`src/hdl/ccmr_div.sv`:
```
// Unsigned restoring divider, one quotient bit per cycle.
// No dependencies; used by the top level for the centroid and the mean.
module ccmr_div #(
	parameter int N_W = 16,
	parameter int D_W = 8
) (
	input  logic           clk,
	input  logic           arst_n,
	input  logic           start,
	input  logic [N_W-1:0] dividend,
	input  logic [D_W-1:0] divisor,
	output logic           done,
	output logic [N_W-1:0] quotient
);
	localparam int CW = $clog2(N_W + 1);

	logic [D_W:0]   rem_q;
	logic [N_W-1:0] quo_q;
	logic [CW-1:0]  cnt_q;
	logic           busy_q;
	logic           done_q;
	logic [D_W:0]   rem_sh;
	logic           ge;
	logic [D_W:0]   rem_nx;

	assign rem_sh = {rem_q[D_W-1:0], quo_q[N_W-1]};
	assign ge     = rem_sh >= {1'b0, divisor};
	assign rem_nx = ge ? rem_sh - {1'b0, divisor} : rem_sh;

	always_ff @(posedge clk or negedge arst_n) begin
		if (!arst_n) begin
			busy_q <= 1'b0;
			done_q <= 1'b0;
			cnt_q  <= '0;
		end else begin
			done_q <= 1'b0;
			if (start) begin
				busy_q <= 1'b1;
				cnt_q  <= '0;
			end else if (busy_q) begin
				cnt_q <= cnt_q + 1'b1;
				if (cnt_q == CW'(N_W - 1)) begin
					busy_q <= 1'b0;
					done_q <= 1'b1;
				end
			end
		end
	end

	always_ff @(posedge clk) begin
		if (start) begin
			quo_q <= dividend;
			rem_q <= '0;
		end else if (busy_q) begin
			quo_q <= {quo_q[N_W-2:0], ge};
			rem_q <= rem_nx;
		end
	end

	assign done     = done_q;
	assign quotient = quo_q;

	assert property (@(posedge clk) disable iff (!arst_n) start |=> busy_q && !done_q)
		else $error("divider did not start");
	assert property (@(posedge clk) disable iff (!arst_n) done_q |-> !busy_q)
		else $error("divider done while busy");
	assert property (@(posedge clk) disable iff (!arst_n) busy_q |-> cnt_q < CW'(N_W))
		else $error("divider step count out of range");
endmodule

```
`config.mk`:
```
export PLATFORM = sky130hd
export DESIGN_NAME = ccmr_div
export DESIGN_NICKNAME = d
export VERILOG_FILES = /design/src/hdl/ccmr_div.sv
export SDC_FILE = /design/constraint.sdc
export NUM_CORES = 1
export LEC_CHECK = 0
export ABC_AREA = 1
export BUFFER_PORTS_ARGS = -buffer_cell sky130_fd_sc_hd__buf_2
export CAP_MARGIN = 0
export CORE_MARGIN = 2
export CORE_UTILIZATION = 45
export CTS_CLUSTER_DIAMETER = 60
export DETAILED_ROUTE_END_ITERATION = 8
export PLACE_DENSITY = 0.69
export SYNTH_ARGS = -nofsm -noshare
export SYNTH_HDL_FRONTEND = slang
export SYNTH_SLANG_ARGS = --single-unit
```
`constraint.sdc`:
```
create_clock -name clk -period 3.5 [get_ports clk]
set_clock_uncertainty 0.05 [all_clocks]
set_input_delay 0.175 -clock clk [delete_from_list [all_inputs] [get_ports clk]]
set_output_delay 0.175 -clock clk [all_outputs]
set_load 0.005 [all_outputs]
```
==> results of run 1 <==
==> registers in the layout, summed over array words and instances, names as in the netlist <==
name	cells
cnt_q	5
rem_q	8
busy_q	1
quotient	16
done	1
==> layout make-up <==
type                    count  area share
well taps                  50      0.0288
flip-flops and latches     31       0.375
repair buffers             44       0.104
clock buffers               8      0.0368
multi-input cells         166       0.403
inverters                  31      0.0535
==> worst max-delay path, cell delays in order (launching register included) <==
cell,delay (ns)
edfxtp_1,0.34
inv_1,0.06
ha_1,0.20
fa_1,0.40
inv_1,0.09
nand3_1,0.06
nand3_1,0.09
xnor2_1,0.12
nand2_1,0.07
nand3_1,0.06
nand2_1,0.04
==> placed cells by master, fill, tap and decap left out <==
master | Yosys | layout
nand3b_1 | 7 | 7
a31oi_1 | 2 | 2
inv_1 | 25 | 25
fa_1 | 1 | 1
clkbuf_8 | 0 | 5
ha_1 | 10 | 10
o21ai_0 | 1 | 1
nand3_2 | 1 | 1
nor3_2 | 1 | 1
or2_4 | 1 | 1
o21ai_1 | 1 | 1
clkinv_1 | 2 | 2
xor2_1 | 2 | 2
nor3_1 | 5 | 5
a21oi_4 | 1 | 1
edfxtp_1 | 16 | 16
buf_2 | 2 | 43
nand2_1 | 96 | 96
clkbuf_1 | 1 | 3
xnor2_1 | 1 | 1
nand2_2 | 2 | 2
nor2_4 | 1 | 1
a21oi_1 | 3 | 3
dfxtp_1 | 8 | 8
dfrtp_1 | 7 | 7
nand2_4 | 2 | 2
nand4_1 | 1 | 1
nor2_2 | 2 | 2
nor2_1 | 7 | 7
dlygate4sd3_1 | 0 | 1
nor4_1 | 1 | 1
o22ai_1 | 1 | 1
nand3_1 | 16 | 16
inv_2 | 4 | 4
==> metal layers <==
layer,up-vias,global-route usage,routed length (um)
li1,833,-,-
met1,684,0.234,1820
met2,38,0.267,1600
met3,6,0.0567,206
met4,0,0.0689,56
met5,-,0,0
==> cells in the mapped netlist (all sizes together) <==
library cell | instances | area share
nand2 | 100 | 0.22
inv | 29 | 0.060
nand3 | 17 | 0.049
edfxtp | 16 | 0.26
ha | 10 | 0.069
nor2 | 10 | 0.027
dfxtp | 8 | 0.088
dfrtp | 7 | 0.096
nand3b | 7 | 0.029
nor3 | 6 | 0.019
a21oi | 4 | 0.017
a31oi | 2 | 0.0069
buf | 2 | 0.0055
clkinv | 2 | 0.0041
o21ai | 2 | 0.0055
xor2 | 2 | 0.0096
clkbuf | 1 | 0.0021
fa | 1 | 0.011
nand4 | 1 | 0.0034
nor4 | 1 | 0.0034
o22ai | 1 | 0.0034
or2 | 1 | 0.0048
xnor2 | 1 | 0.0048
==> cell families after synthesis <==
family                     synth area share
and+or+nand+nor                       0.354
xor gates and xnor gates             0.0144
adders and majority gates            0.0797
buffers and inverters                0.0714
AOI/OAI and AO/OA                    0.0330
DFF                                   0.448
==> worst paths after layout <==
| path | depth (start not counted) | to | start |
|---|---|---|---|
| worst min-delay path | 3 | quotient[8] | dividend[8] |
| worst max-delay path | 10 | rem_q[4] | quotient[15] |
| worst min register to register | 2 | rem_q[4] | rem_q[4] |
| max in group asynchronous | 2 | cnt_q[1] | arst_n |
| worst max register to register | 10 | rem_q[4] | quotient[15] |
| min in group asynchronous | 2 | cnt_q[3] | arst_n |
==> repair_timing <==
item	CTS	global route
hold buffers	1	0
setup buffers	0	0
endpoints found under the hold margin	7	0
==> report_power, final <==
group	total (mW)	switching [mW]	internal [mW]	leakage, nW
Sequential	0.506	0.0499	0.456	0.332
Combinational	0.597	0.348	0.248	0.792
Clock	0.269	0.128	0.141	0.0395
==> metrics by stage <==
step | util | worst slack, ns | hold slack (ns)
floorplan | - | 1.88 | -0.171
global placement | 0.529 | 1.87 | -0.0329
detailed placement | 0.529 | 1.83 | -0.0268
CTS | 0.552 | 1.82 | 0.0998
global route | 0.552 | 1.69 | 0.106
finish | 0.552 | 1.82 | 0.107
==> run metrics, run 1 <==
status=complete, no violations; Num CTS Buffers=5; footprint of the multi-input gates=876 sq um; Initial DRT Pass Iterations=4; layout cells sized above 1=0.225; Initial Util=0.462; pin count of the biggest net entering global routing=23; Final Cell Area=0.00218 sq mm; Die Wd=67.6 um; routed vias/inst=4.73; Tcrit/Tclk final=0.479; CTS tree=yes; number of max-cap violations=0; initial antenna violation count=0; post-CTS resize count=0; CTS H-tree depth=2; die area=0.00457 sq mm; #FFs+latches synth=31; Worst Setup End Kind=flop; post-DP HPWL=2.80 mm; Placer Congestion=0.793; Seq/Total Area, Yosys=0.448; number of global-route vias before repair=1,374; IO Count=44; Post-Place Cells=321; Max Slew Vio Count=0; Syn Std Cell Area=0.00182 sq mm; clk root buf=clkbuf_8; worst ir drop on vdd=0.330 mV; GRT Total Usage=0.177; # diodes=0; DRC violations left=0; post-synth cell types=32; Final nets=317; Least-Margin Pin Slew=0.434 ns; Non-Filler Instances=330; antenna-violating nets left=0; Power, Total=1.37 mW; power per cell area=630 mW/mm^2; worst path required time=3.63 ns; WP data arrival=1.81 ns; area post-placement=0.00209 sq mm; clk sinks=31; Core Area=0.00394 sq mm; CP Launch Type=flop; PortBufs=43; clk buf depth=2; Die H=67.6 um; YS warnings=0; Rel. slew slack=0.711; total grt overflow=0; DRT iter0 DRCs=30; Mean Syn Cell Area=7.89 sq um; Gate Count Post-Synth=231; endpoints failing hold=0; # setup viols final=0; final setup TNS=0 ns; WL per Instance=11.2 um; net count of the mapped netlist=269; Storage cell area=816 sq um; cell leakage power=1.16 nW; achievable frequency=596 MHz; peak fanout along the critical path=2; R2R setup slack=1.82 ns; Area growth syn-to-layout=19.4%; via count=1,561; Clk pin slew, worst setup/hold paths=0.07 ns; hold crit path type=in2reg; final critical-path required period=1.68 ns; number of placement rows=23; Worst-Skew Late Latency=0.29 ns; Post-Route WL=3.69 mm; first-pass GRT wire length=5.93 mm; RSZ-0062 raised after global routing=no; crit path kind=reg2reg; filler instances=396
(Power assumes the default switching activity.)
==> inputs of run 2 (changes only) <==
--- a/config.mk
+++ b/config.mk
@@ -12,7 +12,7 @@
 export CORE_UTILIZATION = 45
 export CTS_CLUSTER_DIAMETER = 60
 export DETAILED_ROUTE_END_ITERATION = 8
-export PLACE_DENSITY = 0.69
+export PLACE_DENSITY = 0.72
 export SYNTH_ARGS = -nofsm -noshare
 export SYNTH_HDL_FRONTEND = slang
 export SYNTH_SLANG_ARGS = --single-unit
==> constraint.sdc (replaced) <==
create_clock -name clk -period 1.4 [get_ports clk]
set_clock_uncertainty 0.05 [all_clocks]
set_input_delay 0.07 -clock clk [delete_from_list [all_inputs] [get_ports clk]]
set_output_delay 0.07 -clock clk [all_outputs]
set_load 0.005 [all_outputs]
==> run metrics, run 2 (same netlist as run 1, synthesis figures left out) <==
status=complete, but fails checks; failing checks=hold timing, setup timing; Worst-Skew Late Latency=0.29 ns; total grt overflow=0; Setup crit start=quotient[15]; Final Util=0.658; via count=1,789; RSZ-0062 raised after global routing=yes; peak fanout along the critical path=2; cell leakage power=1.31 nW; Initial DRT Pass Iterations=4; PortBufs=43; initial antenna violation count=0; power per cell area=1700 mW/mm^2; achievable frequency=586 MHz; Die H=67.6 um; antenna-violating nets left=0; final critical-path required period=1.71 ns; DRT iter0 DRCs=115; Largest register FFs=16; FF-to-FF End=rem_q[6]; hold crit path type=in2reg; IO Count=44; Min-Delay Endpoint=quotient[8]; HP Start=dividend[8]; Least-Margin Pin Slew=0.391 ns; CTS H-tree depth=2; clk sinks=31; R2R setup slack=-0.31 ns; Non-Filler Instances=355; Clk pin slew, worst setup/hold paths=0.08 ns; clk root buf=clkbuf_8; Rel. slew slack=0.739; footprint of the multi-input gates=0.00111 sq mm; filler instances=315; Hold Crit Depth=3; number of placement rows=23; Hold Slack=-0.00533 ns; Storage cell area=826 sq um; Max Slew Vio Count=0; worst setup margin=-0.307 ns; # diodes=0; Post-Place Cells=340; worst path required time=1.54 ns; Die Wd=67.6 um; final setup TNS=-1.54 ns; endpoints failing hold=2; pin count of the biggest net entering global routing=19; Area growth syn-to-layout=42.4%; most common cell after layout, fill and taps aside=nand2_1; most frequent cells in the layout=84 x nand2_1, 43 x buf_2, 23 x inv_1; WL per Instance=13.6 um; clk buf depth=2; post-DP HPWL=3.19 mm; crit path kind=reg2reg; worst ir drop on vdd=0.607 mV; Tcrit/Tclk final=1.22; Num CTS Buffers=5; GRT Total Usage=0.212; Initial Util=0.462; Post-Route WL=4.82 mm; Core Area=0.00394 sq mm; Placer Congestion=0.889; layout cells sized above 1=0.400; first-pass GRT wire length=7.07 mm; number of max-cap violations=0; Worst R2R Path Depth=12; number of global-route vias before repair=1,595; CP Launch Type=flop; CTS tree=yes; die area=0.00457 sq mm; WP data arrival=1.85 ns; DRC violations left=0; Worst Setup End Kind=flop; routed vias/inst=5.04; # setup viols final=9; Final nets=342; Critical R2R Launch=quotient[15]
## run 2: through the flow
| step | setup slack (ns) | cell area, sq um | hold WS (ns) | total power, mW |
|---|---|---|---|---|
| global route | -0.386 | 2590 | 0.0110 | 4.68 |
| floorplan | -0.122 | 1880 | -0.276 | 2.51 |
| finish | -0.307 | 2590 | -0.00533 | 4.40 |
| global placement | -0.211 | 2290 | -0.141 | 3.15 |
| CTS | -0.225 | 2510 | 0.000497 | 4.15 |
| detailed placement | -0.220 | 2290 | -0.140 | 3.18 |
## run 2: worst max-delay path by stage
stage,to,cells past startpoint
6_report,rem_q[6],12
3_5_place_dp,rem_q[4],10
5_1_grt,rem_q[4],10
3_3_place_gp,rem_q[4],10
4_1_cts,rem_q[4],10
2_1_floorplan,rem_q[4],10
## run 2: area by class of cell
cell class | count | area share
clock buffers | 6 | 0.0280
clock inverters | 2 | 0.00338
flip-flops and latches | 31 | 0.318
inverters | 31 | 0.0449
well taps | 50 | 0.0241
multi-input cells | 168 | 0.426
repair buffers | 67 | 0.155
## run 2: critical path, cell delays in order, from the launching register on
cell      delay, ns
edfxtp_1       0.37
inv_2          0.06
ha_4           0.17
fa_2           0.34
inv_2          0.08
buf_4          0.12
nand2_4        0.05
nand3_2        0.06
nand2_1        0.05
nand2_1        0.08
nand2_1        0.07
nand3_1        0.06
nand2_1        0.04
## run 2: timing repair
| action | CTS | global route |
|---|---|---|
| hold endpoints to repair | 7 | 0 |
| setup buffers | 2 | 2 |
| pin swaps | 10 | 10 |
| setup endpoints to repair | 9 | 10 |
| gates resized for setup | 21 | 15 |
| cloned | 2 | 0 |
| hold buffers | 1 | 0 |
## run 2: routing by layer
layer,share of wire,track usage,vias up
met3,0.046,0.0483,11
met4,0.019,0.0893,0
met2,0.53,0.360,54
li1,-,-,894
met5,0,0,-
met1,0.40,0.255,830
## run 2: power breakdown
part	total (mW)	switching (mW)	internal, mW	leakage [nW]
Sequential	1.33	0.169	1.16	0.333
Clock	0.691	0.350	0.341	0.0426
Combinational	2.38	1.26	1.12	0.932
Total	4.40	1.78	2.62	1.31
