$ cat src/hdl/ccmr_ram.sv
// Generic simple dual-port RAM: one write port, one read port, registered read.
// No dependencies.
module ccmr_ram #(
	parameter int WIDTH = 8,
	parameter int DEPTH = 16
) (
	input  logic                     clk,
	input  logic                     we,
	input  logic [$clog2(DEPTH)-1:0] waddr,
	input  logic [WIDTH-1:0]         wdata,
	input  logic [$clog2(DEPTH)-1:0] raddr,
	output logic [WIDTH-1:0]         rdata
);
	logic [WIDTH-1:0] mem [DEPTH];

	always_ff @(posedge clk) begin
		if (we) begin
			mem[waddr] <= wdata;
		end
		rdata <= mem[raddr];
	end
endmodule

$ cat config.mk
export PLATFORM = sky130hd
export DESIGN_NAME = ccmr_ram
export DESIGN_NICKNAME = d
export VERILOG_FILES = /design/src/hdl/ccmr_ram.sv
export SDC_FILE = /design/constraint.sdc
export NUM_CORES = 1
export LEC_CHECK = 0
export ABC_AREA = 1
export BUFFER_PORTS_ARGS = -buffer_cell sky130_fd_sc_hd__buf_2
export CAP_MARGIN = 20
export CORE_MARGIN = 4
export CORE_UTILIZATION = 36
export CTS_CLUSTER_SIZE = 12
export DETAILED_ROUTE_END_ITERATION = 12
export GPL_TIMING_DRIVEN = 1
export HOLD_SLACK_MARGIN = 0.02
export SLEW_MARGIN = 20
export SYNTH_ARGS = -nofsm -noshare
export SYNTH_HDL_FRONTEND = slang
export SYNTH_SLANG_ARGS = --single-unit
$ cat constraint.sdc
create_clock -name clk -period 1.5 [get_ports clk]
set_input_delay 0.15 -clock clk [delete_from_list [all_inputs] [get_ports clk]]
set_output_delay 0.15 -clock clk [all_outputs]
set_load 0.1 [all_outputs]
==> results of run 1 <==
[power breakdown]
part | internal, mW | switching (mW) | total [mW]
combinational | 0.173 | 0.543 | 0.715
sequential | 4.25 | 0.0296 | 4.28
clock | 2.70 | 1.45 | 4.15
[flip-flops by register name, summed over array words and instances (netlist names)]
name and flops:
rdata 8, mem 128
[cells by family (layout without fill, tap and decap cells)]
family | after synthesis | in the layout
buffers and inverters | 126 | 186
flip-flops | 136 | 136
AND/OR/NAND/NOR | 289 | 289
[worst min-delay path: cells and delay by family]
family | cells | cell delay (ns)
buf+inv | 1 | 0.18
simple gates | 2 | 0.16
[per-layer routing]
| layer | routed length [um] | vias to the layer above | GRT usage |
|---|---|---|---|
| met5 | 0 | - | 0 |
| met4 | 361 | 0 | 0.0696 |
| met3 | 733 | 25 | 0.0414 |
| met2 | 6350 | 116 | 0.249 |
| met1 | 5760 | 1824 | 0.204 |
| li1 | - | 1871 | - |
[placed cells by master (no fill, tap or decap)]
cell type,count
buf_12,4
buf_2,25
buf_4,23
bufinv_16,2
clkbuf_1,2
clkbuf_16,17
clkbuf_8,6
clkinv_2,3
clkinvlp_4,2
dfxtp_1,8
edfxtp_1,128
inv_1,100
inv_2,2
nand2_1,173
nand3_1,97
nand3b_1,2
nor2_1,17
[layout make-up]
cell class	count	area (sq um)	area share
Tap cell	216	270	0.0394
Clock buffer	25	515	0.0752
Multi-Input combinational cell	289	1210	0.177
Inverter	102	383	0.0559
Sequential cell	136	4000	0.584
Clock inverter	7	90.1	0.0131
Timing Repair Buffer	52	378	0.0551
[how the worst max path moves through the flow]
stage | slack (ns) | start | end
after floorplan | 0.40 | waddr[2] | mem[10][0]$_DFFE_PP_
after global placement | 0.27 | raddr[0] | rdata[3]$_DFF_P_
after detailed placement | 0.24 | waddr[0] | mem[4][1]$_DFFE_PP_
after CTS | 0.10 | rdata[5]$_DFF_P_ | rdata[5]
after global routing | 0.07 | rdata[4]$_DFF_P_ | rdata[4]
final | 0.12 | rdata[4]$_DFF_P_ | rdata[4]
[metrics by stage]
stage	std cells	total power [mW]
after CTS	827	9.23
after global routing	827	9.50
after global placement	795	5.07
after floorplan	551	4.83
after detailed placement	795	5.08
final	827	9.15
==> summary.md, run 1 <==
| Metric | Value |
|---|---|
| Status | `complete, no violations` |
| Placed cell areas | `0.00625 sq mm` |
| CP Depth | `1` |
| Maximum VDD drop | `703 uV` |
| Min Hold Slack | `0.128 ns` |
| TNS Setup | `0 ns` |
| CTS HTree Levels | `4` |
| P per Cell Area | `1330 mW/mm^2` |
| Top cells by count, synth | `nand2_1 (173), edfxtp_1 (128), inv_1 (100), nand3_1 (97), nor2_1 (17)` |
| Top cells by area, synth | `edfxtp_1 (67%), nand2_1 (11%), nand3_1 (8.4%)` |
| Count of cell types in the netlist | `12` |
| Synthesized instance count | `551` |
| EDFF count, synth | `128` |
| Global route total overflow | `0` |
| Avg Cell Area, Syn | `10.5 sq um` |
| P_leak | `2.97 nW` |
| Pre-CTS setup slack | `0.241 ns` |
| Global-route wire length before repair | `21.0 mm` |
| Hold path endpoint | `rdata[0]$_DFF_P_` |
| CTS buffer count | `17` |
| Post-Synth Simple-Gate Area | `0.210` |
| Worst skew pair latency | `0.42 ns` |
| Hold Path Stages | `3` |
| Post-route cell area | `0.00685 sq mm` |
| Final wirelength | `13.2 mm` |
| Critical Path, Cell by Cell | `buf_2` |
| Data arrival, critical path | `1.23 ns` |
| Layout Area Growth over Synthesis | `18.9%` |
| Post-synth ARST share | `0` |
| CTS clk-pin slew, worst paths | `0.06 ns` |
| Row cnt | `46` |
| Core Util, Final | `0.435` |
| Crit-path max cell delay | `0.45 ns` |
| Residual DRC | `0` |
| Most used flip-flop cell after synthesis | `edfxtp_1` |
| Antenna violations before repair | `0` |
| WP data required | `1.35 ns` |
| Ys Warns | `0` |
| Hold path start | `raddr[3]` |
| PortBufs | `25` |
| Io pins | `26` |
| Main combinational cell family by area after synthesis | `simple AND/OR/NAND/NOR gates` |
| Clock Skews | `0.00755 ns` |
| Vias per Instance | `4.64` |
| CP Capture Type | `primary output` |
| Critical Path Fanout Max | `1` |
| FMAX | `725 MHz` |
| CP startpoint kind | `flip-flop` |
| CTS root buffer | `clkbuf_16` |
| R2r worst-path depth | `6` |
| Die H | `135 um` |
| Effective utilization at floorplan | `0.366` |
| Share of cells above drive strength 1 | `0.137` |
| PostCTS Resize Cnt | `0` |
| CTS Sinks | `136` |
| # diodes | `0` |
| RSZ-0062 raised after global routing | `false` |
| Worst r2r src | `mem[5][7]$_DFFE_PP_` |
| Crit share post-route | `0.919` |
| Most numerous cell in the Yosys netlist | `nand2_1` |
| Iter 0 DRT Violations | `430` |
| Crit path max-delay family | `buffers and inverters` |
| Die area | `0.0181 sq mm` |
| Worst slew margin | `0.668` |
| Vias in the first global route | `3779` |
| Post-synthesis register bit count | `136` |
| # setup viols final | `0` |
| Gr usage total | `0.157` |
| Cell area after synthesis | `0.00577 sq mm` |
| Gpl congestion | `0.864` |
| Pin slew with the least headroom to its limit | `0.502 ns` |
| Max cap viols | `0` |
| XOR/XNOR share of the synthesized area | `0` |
| DP Wirelength | `8.59 mm` |
| R2r setup slk | `0.50 ns` |
| Synth Area in Adders | `0` |
| ANT nets after route | `0` |
| Largest net degree at the start of global routing | `33` |
| Final nets | `616` |
| Post-CTS Repair Setup Buffers | `0` |
| Synth top area share | `0.667` |
| Filler Cell Count | `1537` |
| Min-Delay Path Class | `in2reg` |
| Largest area contributor in the netlist | `edfxtp_1` |
| Hold_buf cts | `0` |
| Final setup margin | `0.121 ns` |
| CP max stage cell | `buf_2` |
| Detailed-route wire length per cell | `16.0 um` |
| Die width | `135 um` |
| Vias | `3836` |
| CP Class | `reg2out` |
| Total core area | `0.0158 sq mm` |
| First drt pass iteration count | `5` |
| CP Buf/Inv Count | `1` |
| Register area share after synthesis | `0.694` |
| Reg-to-Reg End | `rdata[7]$_DFF_P_` |
| Tmin final | `1.38 ns` |
| Final count of hold timing violations | `0` |
| Compound-cell area share of the yosys netlist | `0` |
| CTS tree | `built` |
| Slew Limit Fails | `0` |
| Largest buffer count on any clock path | `2` |
| Mapped Nets | `569` |
| Multiplexer share of the synthesized area | `0` |
(Power assumes the default switching activity.)
==> run 2: changes to the inputs <==
CELL_PAD_IN_SITES_DETAIL_PLACEMENT = 1   (was default)
CELL_PAD_IN_SITES_GLOBAL_PLACEMENT = 2   (was default)
PLACE_DENSITY_LB_ADDON = 0.1   (was default)
REMOVE_ABC_BUFFERS = 1   (was default)
clock period = 1.7 ns   (was 1.5 ns; I/O delays follow)
==> summary.md, run 2 (synthesized netlist as in run 1, its figures left out) <==
| Metric | Value |
|---|---|
| Residual DRC | `0 (unchanged)` |
| Die area | `0.0181 sq mm (unchanged)` |
| Worst slew margin | `0.669 (+0.000950)` |
| Core Util, Final | `0.431 (-0.00341)` |
| CP Depth | `1 (unchanged)` |
| Routing usage on met2 | `0.295 (+0.0455)` |
| Largest buffer count on any clock path | `2 (unchanged)` |
| Clock Skews | `0.00885 ns (+0.00130 ns)` |
| Io pins | `26 (unchanged)` |
| P_leak | `2.94 nW (-0.92%)` |
| R2r worst-path depth | `6 (unchanged)` |
| CTS Sinks | `136 (unchanged)` |
| Data arrival, critical path | `1.26 ns (+0.03 ns)` |
| Critical Path, Cell by Cell | `buf_2` |
| # setup viols final | `0 (unchanged)` |
| Crit-path max cell delay | `0.46 ns (about the same)` |
| Sw power | `1.77 mW (-12%)` |
| Internal power | `6.17 mW (-13%)` |
| CTS clk-pin slew, worst paths | `0.05 ns (about the same)` |
| Vias | `3801 (-0.91%)` |
| CP startpoint kind | `flip-flop` |
| Final non-filler cell total | `827 (unchanged)` |
| Die width | `135 um (unchanged)` |
| Maximum VDD drop | `673 uV (-4.3%)` |
| Detailed-route wire length per cell | `18.1 um (+13%)` |
| RSZ-0062 raised after global routing | `false` |
| Status | `complete, no violations` |
| TNS Setup | `0 ns (unchanged)` |
| Dpl cells | `795 (unchanged)` |
| Global route total overflow | `0 (unchanged)` |
| CP Class | `reg2out` |
| CP Capture Type | `primary output` |
| Register with the most flip-flops | `mem` |
| Gr usage total | `0.176 (+0.0191)` |
| CTS tree | `built` |
| Gpl congestion | `0.746 (-14%)` |
| Switching share of power | `0.223 (+0.00237)` |
| CTS root buffer | `clkbuf_16` |
| Vias in the first global route | `3897 (+3.1%)` |
| # diodes | `0 (unchanged)` |
| Largest registers | `mem: 128 flops, rdata: 8 flops` |
| Vias per Instance | `4.60 (-0.91%)` |
| P per Cell Area | `1170 mW/mm^2 (-13%)` |
| Hold_buf cts | `0 (unchanged)` |
| Min Hold Slack | `0.157 ns (+0.0288 ns)` |
| PortBufs | `25 (unchanged)` |
| Pin slew with the least headroom to its limit | `0.501 ns (-0.00143 ns)` |
| Crit share post-route | `0.844` |
| DP Wirelength | `9.14 mm (+6.4%)` |
| Clock power frac | `0.445 (-0.009)` |
| Row cnt | `46 (unchanged)` |
| Iter 0 DRT Violations | `191 (-56%)` |
| Commonest non-fill, non-tap cell in the layout | `nand2_1` |
| WP data required | `1.53 ns (+0.18 ns)` |
| Final count of hold timing violations | `0 (unchanged)` |
| Layout Area Growth over Synthesis | `17.9%` |
| GRT Max-Usage Layer | `met2` |
| PostCTS Resize Cnt | `0 (unchanged)` |
| Final nets | `616 (unchanged)` |
| Filler Cell Count | `1833 (+19%)` |
| Hold Path Stages | `1 (-2)` |
| CTS HTree Levels | `4 (unchanged)` |
| CP max stage cell | `buf_2` |
| Min-Delay Path Class | `in2reg` |
| Slew Limit Fails | `0 (unchanged)` |
| Sequential Area | `0.00400 sq mm (unchanged)` |
| Worst skew pair latency | `0.42 ns (about the same)` |
| Sequential power share | `0.476 (+0.008)` |
| Critical Path Fanout Max | `1 (unchanged)` |
| Global-route wire length before repair | `23.0 mm (+9.4%)` |
| Die H | `135 um (unchanged)` |
| Effective utilization at floorplan | `0.366 (unchanged)` |
| Final wirelength | `15.0 mm (+13%)` |
| ANT nets after route | `0 (unchanged)` |
| Commonest non-fill, non-tap cells in the layout | `nand2_1 (173), edfxtp_1 (128), inv_1 (100)` |
| Max cap viols | `0 (unchanged)` |
| Total core area | `0.0158 sq mm (unchanged)` |
| Post-CTS Repair Setup Buffers | `0 (unchanged)` |
| Max reg flops | `128 (unchanged)` |
| Tmin final | `1.43 ns` |
| Routing usage on met1 | `0.225 (+0.0208)` |
| CP Buf/Inv Count | `1 (unchanged)` |
| First drt pass iteration count | `4 (-1)` |
| Antenna violations before repair | `0 (unchanged)` |
| Combinational power share | `0.079 (about the same)` |
| Combined area of the multi-input logic cells | `0.00121 sq mm (unchanged)` |
| FMAX | `697 MHz` |
| Crit path max-delay family | `buffers and inverters` |
| Largest net degree at the start of global routing | `65 (+97%)` |
| CTS buffer count | `17 (unchanged)` |
| Routing usage on met3 | `0.0373 (-0.00410)` |
| Share of cells above drive strength 1 | `0.124 (-0.0131)` |
## run 2: final timing paths
check,to,slack (ns),from
setup / recovery,rdata[5],0.27,rdata[5]$_DFF_P_
hold / removal,mem[7][7]$_DFFE_PP_,0.16,wdata[7]
setup reg to reg,rdata[4]$_DFF_P_,0.70,mem[6][4]$_DFFE_PP_
hold reg to reg,rdata[3]$_DFF_P_,0.66,mem[10][3]$_DFFE_PP_
## run 2: power by group through the flow
stage               Combinational (mW)  Clock, mW  Sequential [mW]
global route                     0.691       3.78             3.78
finish                           0.631       3.53             3.78
CTS                              0.646       3.62             3.78
floorplan                        0.202          0             4.00
global placement                 0.635          0             3.84
detailed placement               0.643          0             3.85
## run 2: area by class of cell
type | count | share of cell area
flip-flops and latches | 136 | 0.589
inverters | 102 | 0.0563
multi-input cells | 289 | 0.178
clock buffers | 28 | 0.0730
clock inverters | 4 | 0.00994
repair buffers | 52 | 0.0537
well taps | 216 | 0.0397
## run 2: worst reg2reg max path: stages, from the launching register on
cell      delay (ns)
edfxtp_1        0.37
inv_1           0.06
nand2_1         0.05
nand3_1         0.08
nand3_1         0.07
nand3_1         0.17
nand2_1         0.09
## run 2: routing by layer
metal | vias to the layer above | part of all wire
met3 | 23 | 0.026
met1 | 1861 | 0.45
met2 | 53 | 0.50
met4 | 0 | 0.023
li1 | 1864 | -
met5 | - | 0
## run 2: through the flow
step / total power, mW / area [sq um] / setup WS (ns)
final: 7.94 / 6800 / 0.265
after global routing: 8.25 / 6800 / 0.246
after CTS: 8.04 / 6800 / 0.232
after detailed placement: 4.49 / 6240 / 0.364
after global placement: 4.48 / 6240 / 0.388
after floorplan: 4.20 / 5600 / 0.550
==> run 3: changes to the inputs <==
ABC_AREA = 0   (was 1)
clock period = 1.5 ns   (was 1.7 ns; I/O delays follow)
==> summary.md, run 3 <==
| Metric | Value |
|---|---|
| # diodes | `0 (unchanged)` |
| CP Buf/Inv Count | `1 (unchanged)` |
| Final wirelength | `10.9 mm (-27%)` |
| Cell area after synthesis | `0.00515 sq mm (-11%)` |
| CTS Sinks | `136 (unchanged)` |
| CTS tree | `built` |
| Top cells by area, synth | `edfxtp_1 (75%), mux4_2 (7.9%), mux4_1 (7.1%)` |
| Vias | `2438 (-36%)` |
| P per Cell Area | `1390 mW/mm^2 (+19%)` |
| Maximum VDD drop | `720 uV (+7.0%)` |
| Largest registers | `mem: 128 flops, rdata: 8 flops` |
| Placed cell areas | `0.00569 sq mm (-8.8%)` |
| Detailed-route wire length per cell | `22.5 um (+25%)` |
| Count of cell types in the netlist | `19 (+7)` |
| Row cnt | `43 (-6.5%)` |
| CP max stage cell | `buf_2` |
| ANT nets after route | `0 (unchanged)` |
| FMAX | `722 MHz` |
| Vias in the first global route | `2574 (-34%)` |
| Hold Path Stages | `1 (unchanged)` |
| RSZ-0062 raised after global routing | `false` |
| PortBufs | `25 (unchanged)` |
| Layout Area Growth over Synthesis | `21.0%` |
| Min-Delay Path Class | `in2reg` |
| Worst skew pair latency | `0.42 ns (about the same)` |
| R2r setup slk | `0.12 ns (-0.58 ns)` |
| Sequential Area | `0.00400 sq mm (unchanged)` |
| Post-CTS Repair Setup Buffers | `0 (unchanged)` |
| Clock Skews | `0.00918 ns (+0.000324 ns)` |
| Residual DRC | `0 (unchanged)` |
| Avg Cell Area, Syn | `22.5 sq um (+110%)` |
| Min Hold Slack | `0.111 ns (-0.0460 ns)` |
| CP Capture Type | `primary output` |
| Reg-to-Reg End | `rdata[5]$_DFF_P_` |
| Final setup margin | `0.114 ns (-0.151 ns)` |
| Synthesized instance count | `229 (-58%)` |
| Gr usage total | `0.145 (-0.0309)` |
| Most numerous cell in the Yosys netlist | `edfxtp_1` |
| Worst r2r src | `mem[1][5]$_DFFE_PP_` |
| Data arrival, critical path | `1.24 ns (-0.02 ns)` |
| Hold path endpoint | `mem[6][4]$_DFFE_PP_` |
| CTS root buffer | `clkbuf_16` |
| Slew Limit Fails | `0 (unchanged)` |
| Max cap viols | `0 (unchanged)` |
| Register area share after synthesis | `0.778 (+0.0835)` |
| Final count of hold timing violations | `0 (unchanged)` |
| # setup viols final | `0 (unchanged)` |
| Final nets | `311 (-50%)` |
| First drt pass iteration count | `4 (unchanged)` |
| Synth top area share | `0.747 (+0.0802)` |
| Die H | `128 um (-5.2%)` |
| CP Class | `reg2out` |
| Gpl congestion | `0.720 (-3.6%)` |
| Routing usage on met1 | `0.205 (-0.0204)` |
| Global route total overflow | `0 (unchanged)` |
| Routing usage on met2 | `0.217 (-0.0782)` |
| Largest area contributor in the netlist | `edfxtp_1` |
| Global-route wire length before repair | `16.4 mm (-29%)` |
| CTS buffer count | `17 (unchanged)` |
| WP data required | `1.35 ns (-0.18 ns)` |
| Largest buffer count on any clock path | `2 (unchanged)` |
| Hold path start | `wdata[4]` |
| Max reg flops | `128 (unchanged)` |
| Ys Warns | `0 (unchanged)` |
| Filler Cell Count | `1297 (-29%)` |
| CTS clk-pin slew, worst paths | `0.06 ns (about the same)` |
| Total core area | `0.0139 sq mm (-12%)` |
| CTS HTree Levels | `4 (unchanged)` |
| Tmin final | `1.39 ns` |
| Worst slew margin | `0.425 (-0.243)` |
| Post-synthesis register bit count | `136 (unchanged)` |
| Vias per Instance | `5.02 (+9.1%)` |
| Crit path max-delay family | `buffers and inverters` |
| Commonest non-fill, non-tap cells in the layout | `edfxtp_1 (128), buf_4 (26), buf_2 (25)` |
| DP Wirelength | `7.15 mm (-22%)` |
| Io pins | `26 (unchanged)` |
| Pre-CTS setup slack | `-0.101 ns (-0.465 ns)` |
| Critical Path Fanout Max | `1 (unchanged)` |
| Share of cells above drive strength 1 | `0.337 (+0.212)` |
| Routing usage on met3 | `0.0389 (+0.00162)` |
| Hold_buf cts | `0 (unchanged)` |
| PostCTS Resize Cnt | `0 (unchanged)` |
| Die width | `128 um (-5.2%)` |
| Post-synth ARST share | `0 (unchanged)` |
| R2r worst-path depth | `3 (-3)` |
| Top cells by count, synth | `edfxtp_1 (128), mux4_2 (18), a22oi_1 (16), mux4_1 (14), nor2_1 (13)` |
| Combined area of the multi-input logic cells | `0.00106 sq mm (-13%)` |
| Pin slew with the least headroom to its limit | `0.859 ns (+0.358 ns)` |
| Crit share post-route | `0.924` |
| Critical Path, Cell by Cell | `buf_2` |
| Crit-path max cell delay | `0.45 ns (about the same)` |
| Die area | `0.0163 sq mm (-10%)` |
| Effective utilization at floorplan | `0.369 (+0.00372)` |
| Most used flip-flop cell after synthesis | `edfxtp_1` |
| CP startpoint kind | `flip-flop` |
| Antenna violations before repair | `0 (unchanged)` |
| Register with the most flip-flops | `mem` |
| EDFF count, synth | `128 (unchanged)` |
| Largest net degree at the start of global routing | `20 (-69%)` |
| GRT Max-Usage Layer | `met2` |
| Iter 0 DRT Violations | `171 (-10%)` |
| Status | `complete, no violations` |
| Post-route cell area | `0.00623 sq mm (-8.4%)` |
| P_leak | `2.13 nW (-28%)` |
| Commonest non-fill, non-tap cell in the layout | `edfxtp_1` |
[run 3: area by class of cell]
type	count	area share
Clock buffer	19	0.0695
Sequential cell	136	0.643
Clock inverter	13	0.0173
Tap cell	180	0.0362
Multi-Input combinational cell	83	0.170
Timing Repair Buffer	55	0.0643
[run 3: power breakdown]
part | internal, mW | switching (mW) | total, mW | leakage (nW)
sequential | 4.25 | 0.0257 | 4.27 | 1.22
clock | 2.26 | 1.52 | 3.78 | 0.260
combinational | 0.193 | 0.410 | 0.603 | 0.644
[run 3: worst max path at each step]
stage | end | start | depth (start not counted)
finish | rdata[6] | rdata[6]$_DFF_P_ | 1
global route | rdata[5]$_DFF_P_ | mem[1][5]$_DFFE_PP_ | 3
CTS | rdata[6] | rdata[6]$_DFF_P_ | 1
detailed placement | rdata[3]$_DFF_P_ | raddr[0] | 6
global placement | rdata[6]$_DFF_P_ | raddr[0] | 6
floorplan | mem[0][0]$_DFFE_PP_ | waddr[2] | 2
[run 3: logic make-up after synthesis]
group | share of synthesized area
DFF | 0.778
and+or+nand+nor | 0.0318
buffers and inverters | 0.0168
muxes | 0.150
AOI/OAI and AO/OA | 0.0233
[run 3: per-layer routing]
| layer | vias to the layer above | routed length [um] | part of all wire |
|---|---|---|---|
| met2 | 44 | 5220 | 0.48 |
| met3 | 13 | 456 | 0.042 |
| met4 | 0 | 150 | 0.014 |
| li1 | 1104 | - | - |
| met5 | - | 0 | 0 |
| met1 | 1277 | 5110 | 0.47 |
[run 3: per-stage QoR]
| step | cells | utilization | TNS (ns) | power [mW] |
|---|---|---|---|---|
| final | 486 | 0.447 | 0 | 8.65 |
| after floorplan | 219 | - | -1.14 | 4.70 |
| after global placement | 454 | 0.408 | -0.307 | 4.97 |
| after global routing | 486 | 0.447 | 0 | 8.99 |
| after CTS | 486 | 0.447 | 0 | 8.77 |
| after detailed placement | 454 | 0.408 | -0.333 | 4.97 |
